--- src/rtl/mpcs_pkg.sv ---
// Shared types, codes and helpers of the multi-policy CPU scheduler.
// No dependencies; used by the interfaces, the ready cell and the top level.
`timescale 1ns / 1ps
`default_nettype none

package mpcs_pkg;

   localparam int TIME_W          = 16;
   localparam int READY_DEPTH_DEF = 16;
   localparam int CPU_MAX_DEF     = 16;
   localparam int PROD_W          = TIME_W + 8;
   localparam int KEY_W           = TIME_W + 10;

   localparam logic signed [16:0] SLICE_NONE = 17'h1FFFF;

   // configuration register indexes
   localparam logic [1:0] CSR_POLICY = 2'd0;
   localparam logic [1:0] CSR_WEIGHT = 2'd1;
   localparam logic [1:0] CSR_SLICE  = 2'd2;
   localparam logic [1:0] CSR_CPUS   = 2'd3;

   typedef enum logic [1:0] {
      POL_FCFS  = 2'd0,
      POL_RR    = 2'd1,
      POL_AGING = 2'd2,
      POL_SRTF  = 2'd3
   } policy_type;

   typedef enum logic [2:0] {
      MODE_WAKE    = 3'd0,
      MODE_PREEMPT = 3'd1,
      MODE_YIELD   = 3'd2,
      MODE_TERM    = 3'd3,
      MODE_IDLE    = 3'd4
   } mode_type;

   typedef enum logic [1:0] {
      KIND_DISPATCH = 2'd0,
      KIND_PREEMPT  = 2'd1,
      KIND_NONE     = 2'd2,
      KIND_OVERFLOW = 2'd3
   } kind_type;

   typedef struct packed {
      logic [7:0]        id;
      logic [7:0]        prio;
      logic [TIME_W-1:0] arrival;
      logic [TIME_W-1:0] remaining;
      logic [TIME_W-1:0] enq;
   } entry_type;

   typedef struct packed {
      logic load;
      logic shift;
   } cell_ctl_type;

   // ordering key of an entry; lower is better, prod is waited * weight
   function automatic logic signed [KEY_W-1:0] key_value(input policy_type pol,
                                                         input entry_type e,
                                                         input logic [PROD_W-1:0] prod);
      logic signed [KEY_W-1:0] k;
      case (pol)
         POL_AGING: k = $signed({{(KEY_W-8){1'b0}}, e.prio})
                        - $signed({{(KEY_W-PROD_W){1'b0}}, prod});
         POL_SRTF:  k = $signed({{(KEY_W-TIME_W){1'b0}}, e.remaining});
         default:   k = $signed({{(KEY_W-TIME_W){1'b0}}, e.arrival});
      endcase
      return k;
   endfunction

endpackage

`default_nettype wire

--- src/rtl/mpcs_if.sv ---
// Request and response channel interfaces of the scheduler.
// Depends on mpcs_pkg for the time width.
`timescale 1ns / 1ps
`default_nettype none

interface mpcs_req_if;
   import mpcs_pkg::*;
   logic              valid;
   logic              ready;
   logic [2:0]        mode;
   logic [3:0]        cpu_index;
   logic [7:0]        task_id;
   logic [7:0]        prio_level;
   logic [TIME_W-1:0] arrival_stamp;
   logic [TIME_W-1:0] remaining_time;
   logic [TIME_W-1:0] now_stamp;

   modport source (output valid, mode, cpu_index, task_id, prio_level,
                   arrival_stamp, remaining_time, now_stamp, input ready);
   modport sink   (input valid, mode, cpu_index, task_id, prio_level,
                   arrival_stamp, remaining_time, now_stamp, output ready);
endinterface

interface mpcs_rsp_if;
   logic               valid;
   logic               ready;
   logic [1:0]         result_kind;
   logic [3:0]         cpu_out;
   logic               task_present;
   logic [7:0]         task_out;
   logic signed [16:0] slice_out;

   modport source (output valid, result_kind, cpu_out, task_present, task_out,
                   slice_out, input ready);
   modport sink   (input valid, result_kind, cpu_out, task_present, task_out,
                   slice_out, output ready);
endinterface

`default_nettype wire

--- src/rtl/mpcs_ready_cell.sv ---
// One slot of the ready queue: holds an entry, loads a new one or takes
// its right neighbor's entry when the queue closes a gap. Uses mpcs_pkg.
`timescale 1ns / 1ps
`default_nettype none

module mpcs_ready_cell
   import mpcs_pkg::*;
(
   input  wire logic         clock,
   input  wire cell_ctl_type ctl,
   input  wire entry_type    new_entry,
   input  wire entry_type    next_entry,
   output entry_type         entry
);

   entry_type entry_ff;
   entry_type entry_in;

   // shift beats load; both never come together
   always_comb begin
      if (ctl.shift) begin
         entry_in = next_entry;
      end else if (ctl.load) begin
         entry_in = new_entry;
      end else begin
         entry_in = entry_ff;
      end
   end

   always_ff @(posedge clock) begin
      entry_ff <= entry_in;
   end

   assign entry = entry_ff;

endmodule

`default_nettype wire

--- src/rtl/multi_policy_cpu_scheduler_core.sv ---
// Multi-policy CPU scheduler: ready queue as a row of cells plus running table.
// A wake is decided at once, or after a scan of the active CPUs under aging/SRTF;
// dispatching events scan the ready cells (only the head under RR), none on an empty queue.
// One item at a time: next accept in the cycle after the result registers;
// a stalled result holds the input.
// Synchronous active-high reset empties the queue, idles CPUs, loads defaults.
`timescale 1ns / 1ps
`default_nettype none

module multi_policy_cpu_scheduler_core
   import mpcs_pkg::*;
#(
   parameter int READY_DEPTH = READY_DEPTH_DEF,
   parameter int CPU_MAX     = CPU_MAX_DEF
) (
   input  wire logic        clock,
   input  wire logic        reset,
   mpcs_req_if.sink         req_chan,
   mpcs_rsp_if.source       rsp_chan,
   input  wire logic        csr_wr_en,
   input  wire logic [1:0]  csr_index,
   input  wire logic [16:0] csr_wdata
);

   localparam int RW     = $clog2(READY_DEPTH);
   localparam int CNT_W  = RW + 1;
   localparam int CW     = (CPU_MAX > 1) ? $clog2(CPU_MAX) : 1;
   localparam int NCNT_W = $clog2(CPU_MAX + 1);
   localparam int NW     = (NCNT_W > 5) ? NCNT_W : 5;

   typedef enum logic [2:0] {
      S_IDLE, S_EXEC, S_DISP, S_DKEY, S_DCMP, S_DMOVE, S_WKEY, S_WCMP
   } state_type;

   state_type               state_ff;
   logic                    out_pend_ff;
   policy_type              policy_ff;
   logic [7:0]              weight_ff;
   logic signed [16:0]      slice_ff;
   logic [4:0]              cpus_ff;
   logic [CNT_W-1:0]        count_ff;
   logic [CPU_MAX-1:0]      run_valid_ff;
   entry_type               run_mem [CPU_MAX];
   logic [2:0]              mode_ff;
   logic [3:0]              cpu_ff;
   entry_type               new_ff;
   logic [TIME_W-1:0]       now_ff;
   logic [RW-1:0]           rscan_ff;
   logic [CW-1:0]           cscan_ff;
   entry_type               cand_ff;
   logic [PROD_W-1:0]       prod_ff;
   entry_type               best_ff;
   logic signed [KEY_W-1:0] best_key_ff;
   logic [RW-1:0]           pick_ff;
   logic signed [KEY_W-1:0] worst_ff;
   logic [CW-1:0]           victim_ff;
   // pending result and output register
   kind_type                res_kind_ff;
   logic [3:0]              res_cpu_ff;
   logic                    res_present_ff;
   logic [7:0]              res_task_ff;
   logic signed [16:0]      res_slice_ff;
   logic                    rsp_valid_ff;
   logic [1:0]              rsp_kind_ff;
   logic [3:0]              rsp_cpu_ff;
   logic                    rsp_present_ff;
   logic [7:0]              rsp_task_ff;
   logic signed [16:0]      rsp_slice_ff;

   entry_type               cell_out [READY_DEPTH];
   cell_ctl_type            cell_ctl [READY_DEPTH];
   logic                    load_en;
   logic                    shift_en;
   entry_type               app_entry;
   logic [CW-1:0]           cpu_idx;
   logic [CW-1:0]           rd_addr;
   entry_type               run_rd;
   entry_type               cand_in;
   logic [TIME_W-1:0]       waited;
   logic [PROD_W-1:0]       prod_in;
   logic signed [KEY_W-1:0] cand_key;
   logic signed [KEY_W-1:0] worst_next;
   logic signed [KEY_W-1:0] new_key;
   logic [NW-1:0]           n_eff;
   logic                    cpu_ok;
   logic                    q_full;
   logic [RW-1:0]           last_idx;
   logic                    req_fire;
   logic                    rsp_fire;

   // active CPU count limited to the table size
   always_comb begin
      n_eff = (NW'(cpus_ff) > NW'(CPU_MAX)) ? NW'(CPU_MAX) : NW'(cpus_ff);
   end

   assign cpu_idx  = CW'(cpu_ff);
   assign cpu_ok   = NW'(cpu_ff) < n_eff;
   assign q_full   = count_ff >= CNT_W'(READY_DEPTH);
   assign last_idx = (policy_ff == POL_RR) ? '0 : RW'(count_ff - CNT_W'(1));
   assign req_fire = req_chan.valid && req_chan.ready;
   assign rsp_fire = rsp_valid_ff && rsp_chan.ready;

   // running table read port: scan index during the worst-CPU scan
   assign rd_addr = (state_ff == S_WKEY) ? cscan_ff : cpu_idx;
   assign run_rd  = run_mem[rd_addr];

   // entry appended to the queue: woken task, or preempted task put back
   always_comb begin
      app_entry = new_ff;
      if (mode_ff == MODE_PREEMPT) begin
         app_entry           = run_rd;
         app_entry.remaining = new_ff.remaining;
         app_entry.enq       = now_ff;
      end
   end

   // key path: waited time times weight registered, then key and compare
   assign cand_in  = (state_ff == S_WKEY) ? run_rd : cell_out[rscan_ff];
   assign waited   = now_ff - cand_in.enq;
   assign prod_in  = PROD_W'(waited) * PROD_W'(weight_ff);
   assign cand_key = key_value(policy_ff, cand_ff, prod_ff);
   assign worst_next = (worst_ff < cand_key) ? cand_key : worst_ff;
   assign new_key  = (policy_ff == POL_SRTF)
                     ? $signed({{(KEY_W-TIME_W){1'b0}}, new_ff.remaining})
                     : $signed({{(KEY_W-8){1'b0}}, new_ff.prio});

   assign load_en  = (state_ff == S_EXEC) && !out_pend_ff && !q_full &&
                     ((mode_ff == MODE_WAKE) ||
                      (mode_ff == MODE_PREEMPT && cpu_ok && run_valid_ff[cpu_idx]));
   assign shift_en = (state_ff == S_DMOVE);

   // row of ready cells
   for (genvar i = 0; i < READY_DEPTH; i++) begin : g_cell
      assign cell_ctl[i].load  = load_en && (count_ff == CNT_W'(i));
      assign cell_ctl[i].shift = shift_en && (CNT_W'(i) >= CNT_W'(pick_ff));
      mpcs_ready_cell u_cell (
         .clock      (clock),
         .ctl        (cell_ctl[i]),
         .new_entry  (app_entry),
         .next_entry ((i < READY_DEPTH - 1) ? cell_out[(i + 1) % READY_DEPTH]
                                            : cell_out[i]),
         .entry      (cell_out[i])
      );
   end

   // running task table
   always_ff @(posedge clock) begin
      if (state_ff == S_DMOVE) begin
         run_mem[cpu_idx] <= best_ff;
      end
   end

   // control sequencer, configuration and result registers
   always_ff @(posedge clock) begin
      if (reset) begin
         state_ff     <= S_IDLE;
         out_pend_ff  <= 1'b0;
         rsp_valid_ff <= 1'b0;
         policy_ff    <= POL_FCFS;
         weight_ff    <= '0;
         slice_ff     <= SLICE_NONE;
         cpus_ff      <= 5'd1;
         count_ff     <= '0;
         run_valid_ff <= '0;
      end else begin
         if (csr_wr_en) begin
            case (csr_index)
               CSR_POLICY: policy_ff <= policy_type'(csr_wdata[1:0]);
               CSR_WEIGHT: weight_ff <= csr_wdata[7:0];
               CSR_SLICE:  slice_ff  <= $signed(csr_wdata);
               CSR_CPUS:   cpus_ff   <= csr_wdata[4:0];
               default:    ;
            endcase
         end

         // output register; a waiting result holds the sequencer
         if (out_pend_ff && (!rsp_valid_ff || rsp_chan.ready)) begin
            rsp_valid_ff   <= 1'b1;
            rsp_kind_ff    <= res_kind_ff;
            rsp_cpu_ff     <= res_cpu_ff;
            rsp_present_ff <= res_present_ff;
            rsp_task_ff    <= res_task_ff;
            rsp_slice_ff   <= res_slice_ff;
            out_pend_ff    <= 1'b0;
            state_ff       <= S_IDLE;
         end else if (rsp_fire) begin
            rsp_valid_ff <= 1'b0;
         end

         if (load_en) begin
            count_ff <= count_ff + CNT_W'(1);
         end

         if (!out_pend_ff) begin
            case (state_ff)
               S_IDLE: begin
                  if (req_fire) begin
                     mode_ff           <= req_chan.mode;
                     cpu_ff            <= req_chan.cpu_index;
                     new_ff.id         <= req_chan.task_id;
                     new_ff.prio       <= req_chan.prio_level;
                     new_ff.arrival    <= req_chan.arrival_stamp;
                     new_ff.remaining  <= req_chan.remaining_time;
                     new_ff.enq        <= req_chan.now_stamp;
                     now_ff            <= req_chan.now_stamp;
                     res_kind_ff       <= KIND_NONE;
                     res_cpu_ff        <= '0;
                     res_present_ff    <= 1'b0;
                     res_task_ff       <= '0;
                     res_slice_ff      <= '0;
                     state_ff          <= S_EXEC;
                  end
               end
               S_EXEC: begin
                  case (mode_ff)
                     MODE_WAKE: begin
                        if (q_full) begin
                           res_kind_ff <= KIND_OVERFLOW;
                           out_pend_ff <= 1'b1;
                        end else if ((policy_ff == POL_AGING || policy_ff == POL_SRTF)
                                     && n_eff != '0) begin
                           cscan_ff  <= '0;
                           worst_ff  <= '0;
                           victim_ff <= '0;
                           state_ff  <= S_WKEY;
                        end else begin
                           out_pend_ff <= 1'b1;
                        end
                     end
                     MODE_PREEMPT: begin
                        if (!cpu_ok) begin
                           out_pend_ff <= 1'b1;
                        end else begin
                           run_valid_ff[cpu_idx] <= 1'b0;
                           if (run_valid_ff[cpu_idx] && q_full) begin
                              res_kind_ff <= KIND_OVERFLOW;
                              res_cpu_ff  <= cpu_ff;
                              out_pend_ff <= 1'b1;
                           end else begin
                              state_ff <= S_DISP;
                           end
                        end
                     end
                     MODE_YIELD, MODE_TERM: begin
                        if (!cpu_ok) begin
                           out_pend_ff <= 1'b1;
                        end else begin
                           run_valid_ff[cpu_idx] <= 1'b0;
                           state_ff              <= S_DISP;
                        end
                     end
                     MODE_IDLE: begin
                        if (!cpu_ok || run_valid_ff[cpu_idx] || count_ff == '0) begin
                           out_pend_ff <= 1'b1;
                        end else begin
                           state_ff <= S_DISP;
                        end
                     end
                     default: begin
                        out_pend_ff <= 1'b1;
                     end
                  endcase
               end
               S_DISP: begin
                  if (count_ff == '0) begin
                     run_valid_ff[cpu_idx] <= 1'b0;
                     res_kind_ff           <= KIND_DISPATCH;
                     res_cpu_ff            <= cpu_ff;
                     res_slice_ff          <= slice_ff;
                     out_pend_ff           <= 1'b1;
                  end else begin
                     rscan_ff <= '0;
                     state_ff <= S_DKEY;
                  end
               end
               S_DKEY: begin
                  cand_ff  <= cand_in;
                  prod_ff  <= prod_in;
                  state_ff <= S_DCMP;
               end
               S_DCMP: begin
                  if (rscan_ff == '0 || (policy_ff != POL_RR && cand_key < best_key_ff)) begin
                     best_ff     <= cand_ff;
                     best_key_ff <= cand_key;
                     pick_ff     <= rscan_ff;
                  end
                  if (rscan_ff == last_idx) begin
                     state_ff <= S_DMOVE;
                  end else begin
                     rscan_ff <= rscan_ff + RW'(1);
                     state_ff <= S_DKEY;
                  end
               end
               S_DMOVE: begin
                  run_valid_ff[cpu_idx] <= 1'b1;
                  count_ff              <= count_ff - CNT_W'(1);
                  res_kind_ff           <= KIND_DISPATCH;
                  res_cpu_ff            <= cpu_ff;
                  res_present_ff        <= 1'b1;
                  res_task_ff           <= best_ff.id;
                  res_slice_ff          <= slice_ff;
                  out_pend_ff           <= 1'b1;
                  state_ff              <= S_IDLE;
               end
               S_WKEY: begin
                  if (!run_valid_ff[cscan_ff]) begin
                     out_pend_ff <= 1'b1;
                  end else begin
                     cand_ff  <= cand_in;
                     prod_ff  <= prod_in;
                     state_ff <= S_WCMP;
                  end
               end
               S_WCMP: begin
                  worst_ff <= worst_next;
                  if (worst_ff < cand_key) begin
                     victim_ff <= cscan_ff;
                  end
                  if (NW'(cscan_ff) == n_eff - NW'(1)) begin
                     if (worst_next > 0 && new_key < worst_next) begin
                        res_kind_ff <= KIND_PREEMPT;
                        res_cpu_ff  <= 4'((worst_ff < cand_key) ? cscan_ff : victim_ff);
                     end
                     out_pend_ff <= 1'b1;
                  end else begin
                     cscan_ff <= cscan_ff + CW'(1);
                     state_ff <= S_WKEY;
                  end
               end
               default: state_ff <= S_IDLE;
            endcase
         end
      end
   end

   assign req_chan.ready        = (state_ff == S_IDLE) && !out_pend_ff;
   assign rsp_chan.valid        = rsp_valid_ff;
   assign rsp_chan.result_kind  = rsp_kind_ff;
   assign rsp_chan.cpu_out      = rsp_cpu_ff;
   assign rsp_chan.task_present = rsp_present_ff;
   assign rsp_chan.task_out     = rsp_task_ff;
   assign rsp_chan.slice_out    = rsp_slice_ff;

`ifndef NO_ASSERTIONS
   a_count_bound: assert property (@(posedge clock) disable iff (reset)
      count_ff <= CNT_W'(READY_DEPTH))
      else $error("ready count above depth");

   a_dispatch_pops: assert property (@(posedge clock) disable iff (reset)
      (state_ff == S_DMOVE) |=> (count_ff == $past(count_ff) - CNT_W'(1)))
      else $error("dispatch did not pop the queue");

   a_dispatch_busy: assert property (@(posedge clock) disable iff (reset)
      (state_ff == S_DMOVE) |=> run_valid_ff[$past(cpu_idx)])
      else $error("dispatched CPU not marked busy");

   a_preempt_no_task: assert property (@(posedge clock) disable iff (reset)
      (rsp_valid_ff && rsp_kind_ff == KIND_PREEMPT) |-> !rsp_present_ff)
      else $error("preempt request carries a task");
`endif

endmodule

`default_nettype wire

--- src/flat_wrapper.sv ---
// flat-port wrapper written by rule: the top's interface ports become plain ports
module multi_policy_cpu_scheduler_core_flat import mpcs_pkg::*;
#(
   parameter int READY_DEPTH = READY_DEPTH_DEF,
   parameter int CPU_MAX     = CPU_MAX_DEF
)
  (clock, reset, csr_wr_en, csr_index, csr_wdata, req_chan_valid, req_chan_mode, req_chan_cpu_index, req_chan_task_id, req_chan_prio_level, req_chan_arrival_stamp, req_chan_remaining_time, req_chan_now_stamp, req_chan_ready, rsp_chan_valid, rsp_chan_result_kind, rsp_chan_cpu_out, rsp_chan_task_present, rsp_chan_task_out, rsp_chan_slice_out, rsp_chan_ready);
  mpcs_req_if req_chan_i ();
  mpcs_rsp_if rsp_chan_i ();
  input  wire logic clock;
  input  wire logic reset;
  input  wire logic csr_wr_en;
  input  wire logic [1:0] csr_index;
  input  wire logic [16:0] csr_wdata;
  input wire logic [$bits(req_chan_i.valid)-1:0] req_chan_valid;
  input wire logic [$bits(req_chan_i.mode)-1:0] req_chan_mode;
  input wire logic [$bits(req_chan_i.cpu_index)-1:0] req_chan_cpu_index;
  input wire logic [$bits(req_chan_i.task_id)-1:0] req_chan_task_id;
  input wire logic [$bits(req_chan_i.prio_level)-1:0] req_chan_prio_level;
  input wire logic [$bits(req_chan_i.arrival_stamp)-1:0] req_chan_arrival_stamp;
  input wire logic [$bits(req_chan_i.remaining_time)-1:0] req_chan_remaining_time;
  input wire logic [$bits(req_chan_i.now_stamp)-1:0] req_chan_now_stamp;
  output wire logic [$bits(req_chan_i.ready)-1:0] req_chan_ready;
  output wire logic [$bits(rsp_chan_i.valid)-1:0] rsp_chan_valid;
  output wire logic [$bits(rsp_chan_i.result_kind)-1:0] rsp_chan_result_kind;
  output wire logic [$bits(rsp_chan_i.cpu_out)-1:0] rsp_chan_cpu_out;
  output wire logic [$bits(rsp_chan_i.task_present)-1:0] rsp_chan_task_present;
  output wire logic [$bits(rsp_chan_i.task_out)-1:0] rsp_chan_task_out;
  output wire logic [$bits(rsp_chan_i.slice_out)-1:0] rsp_chan_slice_out;
  input wire logic [$bits(rsp_chan_i.ready)-1:0] rsp_chan_ready;
  assign req_chan_i.valid = req_chan_valid;
  assign req_chan_i.mode = req_chan_mode;
  assign req_chan_i.cpu_index = req_chan_cpu_index;
  assign req_chan_i.task_id = req_chan_task_id;
  assign req_chan_i.prio_level = req_chan_prio_level;
  assign req_chan_i.arrival_stamp = req_chan_arrival_stamp;
  assign req_chan_i.remaining_time = req_chan_remaining_time;
  assign req_chan_i.now_stamp = req_chan_now_stamp;
  assign req_chan_ready = req_chan_i.ready;
  assign rsp_chan_valid = rsp_chan_i.valid;
  assign rsp_chan_result_kind = rsp_chan_i.result_kind;
  assign rsp_chan_cpu_out = rsp_chan_i.cpu_out;
  assign rsp_chan_task_present = rsp_chan_i.task_present;
  assign rsp_chan_task_out = rsp_chan_i.task_out;
  assign rsp_chan_slice_out = rsp_chan_i.slice_out;
  assign rsp_chan_i.ready = rsp_chan_ready;
  multi_policy_cpu_scheduler_core #(.READY_DEPTH(READY_DEPTH), .CPU_MAX(CPU_MAX)) u_core (.clock(clock), .reset(reset), .req_chan(req_chan_i), .rsp_chan(rsp_chan_i), .csr_wr_en(csr_wr_en), .csr_index(csr_index), .csr_wdata(csr_wdata));
endmodule
--- config.mk ---
export PLATFORM = sky130hd
export DESIGN_NAME = multi_policy_cpu_scheduler_core_flat
export DESIGN_NICKNAME = d
export VERILOG_FILES = /design/src/rtl/mpcs_pkg.sv /design/src/rtl/mpcs_if.sv /design/src/rtl/mpcs_ready_cell.sv /design/src/rtl/multi_policy_cpu_scheduler_core.sv /design/src/flat_wrapper.sv
export SDC_FILE = /design/constraint.sdc
export NUM_CORES = 2
export LEC_CHECK = 0
export ABC_AREA = 1
export ABC_CLOCK_PERIOD_IN_PS = 19200
export BUFFER_PORTS_ARGS = -buffer_cell sky130_fd_sc_hd__buf_2
export CAP_MARGIN = 20
export CORE_ASPECT_RATIO = 1.75
export CORE_MARGIN = 5
export CORE_UTILIZATION = 40
export DETAILED_ROUTE_END_ITERATION = 8
export GPL_TIMING_DRIVEN = 0
export REMOVE_ABC_BUFFERS = 1
export SLEW_MARGIN = 40
export SYNTH_ARGS = -nofsm -noshare
export SYNTH_HDL_FRONTEND = slang
export SYNTH_SLANG_ARGS = --single-unit
--- constraint.sdc ---
create_clock -name clock -period 19.2 [get_ports clock]
set_input_delay 1.92 -clock clock [delete_from_list [all_inputs] [get_ports clock]]
set_output_delay 1.92 -clock clock [all_outputs]
set_load 0.01 [all_outputs]
==> results.md <==
* GP Congestion at 0.892
* Clock Pin Slew Worst Setup and Hold Paths at 70 ps
* DP Worst Slack at 6740 ps
* P_sw at 2970 uW
* Flop pwr share at 0.513
* Max IR drop VDD at 0.0736 mV
* CTS Buf Count at 222
* Final hold vios at 0
* First-pass GRT wire length at 538 mm
* TritonCTS clock tree: yes
* Vert. Die Dim at 711 microns
* Yosys cell types at 59
* Critical path's largest stage delay at 610 ps
* Io pins at 129
* Synth area leader: edfxtp_1
* PwrDens at 90.4 nW/um^2
* F_max at 0.0783 GHz
* Leak Pwr at 0.0454 uW
* Worst path most repeated cell: buf_16
* TritonRoute pass-1 iters at 7
* Clk Latency, worst-skew pair at 900 ps
* Worst path arrival time at 13370 ps
* Pins Over Slew Limit at 0
* Site Rows at 257
* Ranking of synthesized cells by area: edfxtp_1, o21ai_0, nand2_1, nor2_1, inv_1
* MaxCap Viol Count at 0
* Hold_buf cts at 0
* Fin crit share at 0.665
* Most common cell in the netlist: edfxtp_1
* Core area at 280000 sq um
* RSZ-0062 raised after global routing: false
* Share of cells above drive strength 1 at 0.118
* Normalized max-slew margin at 0.391
* Post-synth top area share at 0.642
* Filler cells at 25100
* Syn Std Cell Area at 112000 sq um
* Wirelength per Cell at 25.8 microns
* Largest net degree at the start of global routing at 155
* All-layer global routing usage at 0.243
* # Post-CTS Setup Buffers at 0
* Detailed placement HPWL at 261 mm
* Dominant synthesized flop cell: edfxtp_1
* Critical path peak fanout at 154
* Final cell count without fillers at 14400
* Area growth from synthesis to layout at 16.6%
* Clk_skew at 61.7 ps
* Routed Wire Length at 371 mm
* #FFs+latches synth at 2460
* Register area share after synthesis at 0.652
* Die ar. at 292000 sq um
* Placed cells at 14000
* Starting Density at 0.402
* Clk buf depth at 4
* # setup viols final at 0
* Die width at 411 microns
* H-tree levels at 4
* Clock root buffer: clkbuf_16
* CP Class: register to register
* Antenna violations before repair at 13
* Clock power frac at 0.376
* Fin crit period at 12770 ps
* Comb pwr share at 0.111
* Vias in the first global route at 83200
* Final worst slack at 6430 ps
* Design Power at 11800 uW
* Post-synthesis async set-or-reset flop share at 0
* Pint at 8870 uW
* CTS sink count at 2460
* Switching Fraction at 0.251
* Nature of the critical path endpoint: register
* Total gr overflow at 0
* DRC at 0
* Tightest Hold Check Type: register to register
* Worst-margin pin slew at 909 ps
* Final Core Density at 0.468
* Number of port buffers at 128
* Routed Antenna Nets at 0
* Routed vias/inst at 5.90
* Post-CTS resize count at 0
* DRT iter0 DRCs at 10300
* Syn Area/Cell at 10.9 sq um
* Top cells by count, synth: edfxtp_1, o21ai_0, nand2_1
* Post-synth EDFFs at 2402
* Yosys warns at 0
* Status: finished clean
* Slowest CP cell: o21ai_4
* Crit path required time at 19800 ps
* Mapped Cells at 10300
* Setup crit start kind: register
* Routed vias at 85100
* Final #Nets at 10900
## per-layer routing
layer  up-vias  share of wire  global-route usage
li1      37600              -                   -
met1     41800           0.36               0.286
met2      4561           0.50               0.424
met3      1117          0.076              0.0361
met4         6          0.066               0.139
met5         -       0.000092                   0
## placed cells by master, fill, tap and decap left out, types with 41 or more instances in the layout
| cell type | instances |
|---|---|
| o221ai_1 | 248 |
| nand2_1 | 1540 |
| fa_1 | 86 |
| edfxtp_1 | 2402 |
| o22ai_1 | 205 |
| inv_1 | 640 |
| o21ai_0 | 1607 |
| dfxtp_1 | 57 |
| buf_6 | 91 |
| buf_4 | 180 |
| buf_16 | 89 |
| a21oi_1 | 268 |
| buf_8 | 187 |
| buf_2 | 225 |
| clkbuf_16 | 230 |
| clkinv_1 | 59 |
| o211ai_1 | 181 |
| nor2_1 | 1141 |
| nand3_1 | 219 |
| o21ai_1 | 439 |
| ha_1 | 145 |
| clkinv_2 | 41 |
## power by group through the flow
| stage | combinational [uW] | clock (uW) | sequential, uW |
|---|---|---|---|
| floorplan | 777 | 0 | 6170 |
| global placement | 1200 | 0 | 6220 |
| detailed placement | 1300 | 0 | 6190 |
| CTS | 1310 | 4520 | 6070 |
| global route | 1440 | 4700 | 6080 |
| finish | 1320 | 4450 | 6070 |
## path summary, 6_finish.rpt
check	start	end	slack, ps	depth (start not counted)
setup / recovery	u_core.state_ff[2]	u_core.prod_ff[21]	6430	58
hold / removal	u_core.res_slice_ff[3]	u_core.rsp_chan.slice_out[3]	410	0
setup reg to reg	u_core.state_ff[2]	u_core.prod_ff[21]	6430	58
hold reg to reg	u_core.res_slice_ff[3]	u_core.rsp_chan.slice_out[3]	410	0
## flip-flops by register name, summed over array words and instances (netlist names), 5 cells and up, named ones only
register and flops:
u_core.best_ff 64, u_core.best_key_ff 25, u_core.cand_ff 64, u_core.count_ff 5
u_core.cpus_ff 5, u_core.g_cell.u_cell.entry 1024, u_core.new_ff 64, u_core.prod_ff 24
u_core.res_slice_ff 17, u_core.res_task_ff 8, u_core.rsp_chan.slice_out 17, u_core.rsp_chan.task_out 8
u_core.run_mem 1024, u_core.slice_ff 17, u_core.weight_ff 8, u_core.worst_ff 26
## metrics by stage
step,hold slack [ps],area [sq um],TNS [ps]
6_report,407,131000,0
3_3_place_gp,401,115000,-
2_1_floorplan,400,109000,-128120
5_1_grt,415,131000,0
3_5_place_dp,405,124000,0
4_1_cts,408,131000,0
## critical path: cells and delay by family, from the launching register on
kind / cells / cell delay, ps
simple gates: 15 / 1890
compound gates: 12 / 2540
buf+inv: 22 / 3760
flops: 1 / 470
xor+xnor: 2 / 520
fa+ha+maj: 7 / 2940
## logic make-up after synthesis
logic type,count (synthesis),synth area share
flops,2460,0.652
simple gates,3012,0.105
fa+ha+maj,231,0.0315
buf+inv,1428,0.0492
xor+xnor,49,0.00395
compound gates,3141,0.158
## cell type report
type	instances	area [sq um]	share of cell area
Antenna cell	3	7.51	0.0000573
Clock buffer	261	5870	0.0448
Clock inverter	134	1170	0.00891
Inverter	696	2720	0.0207
Multi-Input combinational cell	6433	34200	0.261
Sequential cell	2460	73300	0.559
Tap cell	3626	4540	0.0346
Timing Repair Buffer	793	9180	0.0701
Note: power is estimated with default switching activity, not from simulation.
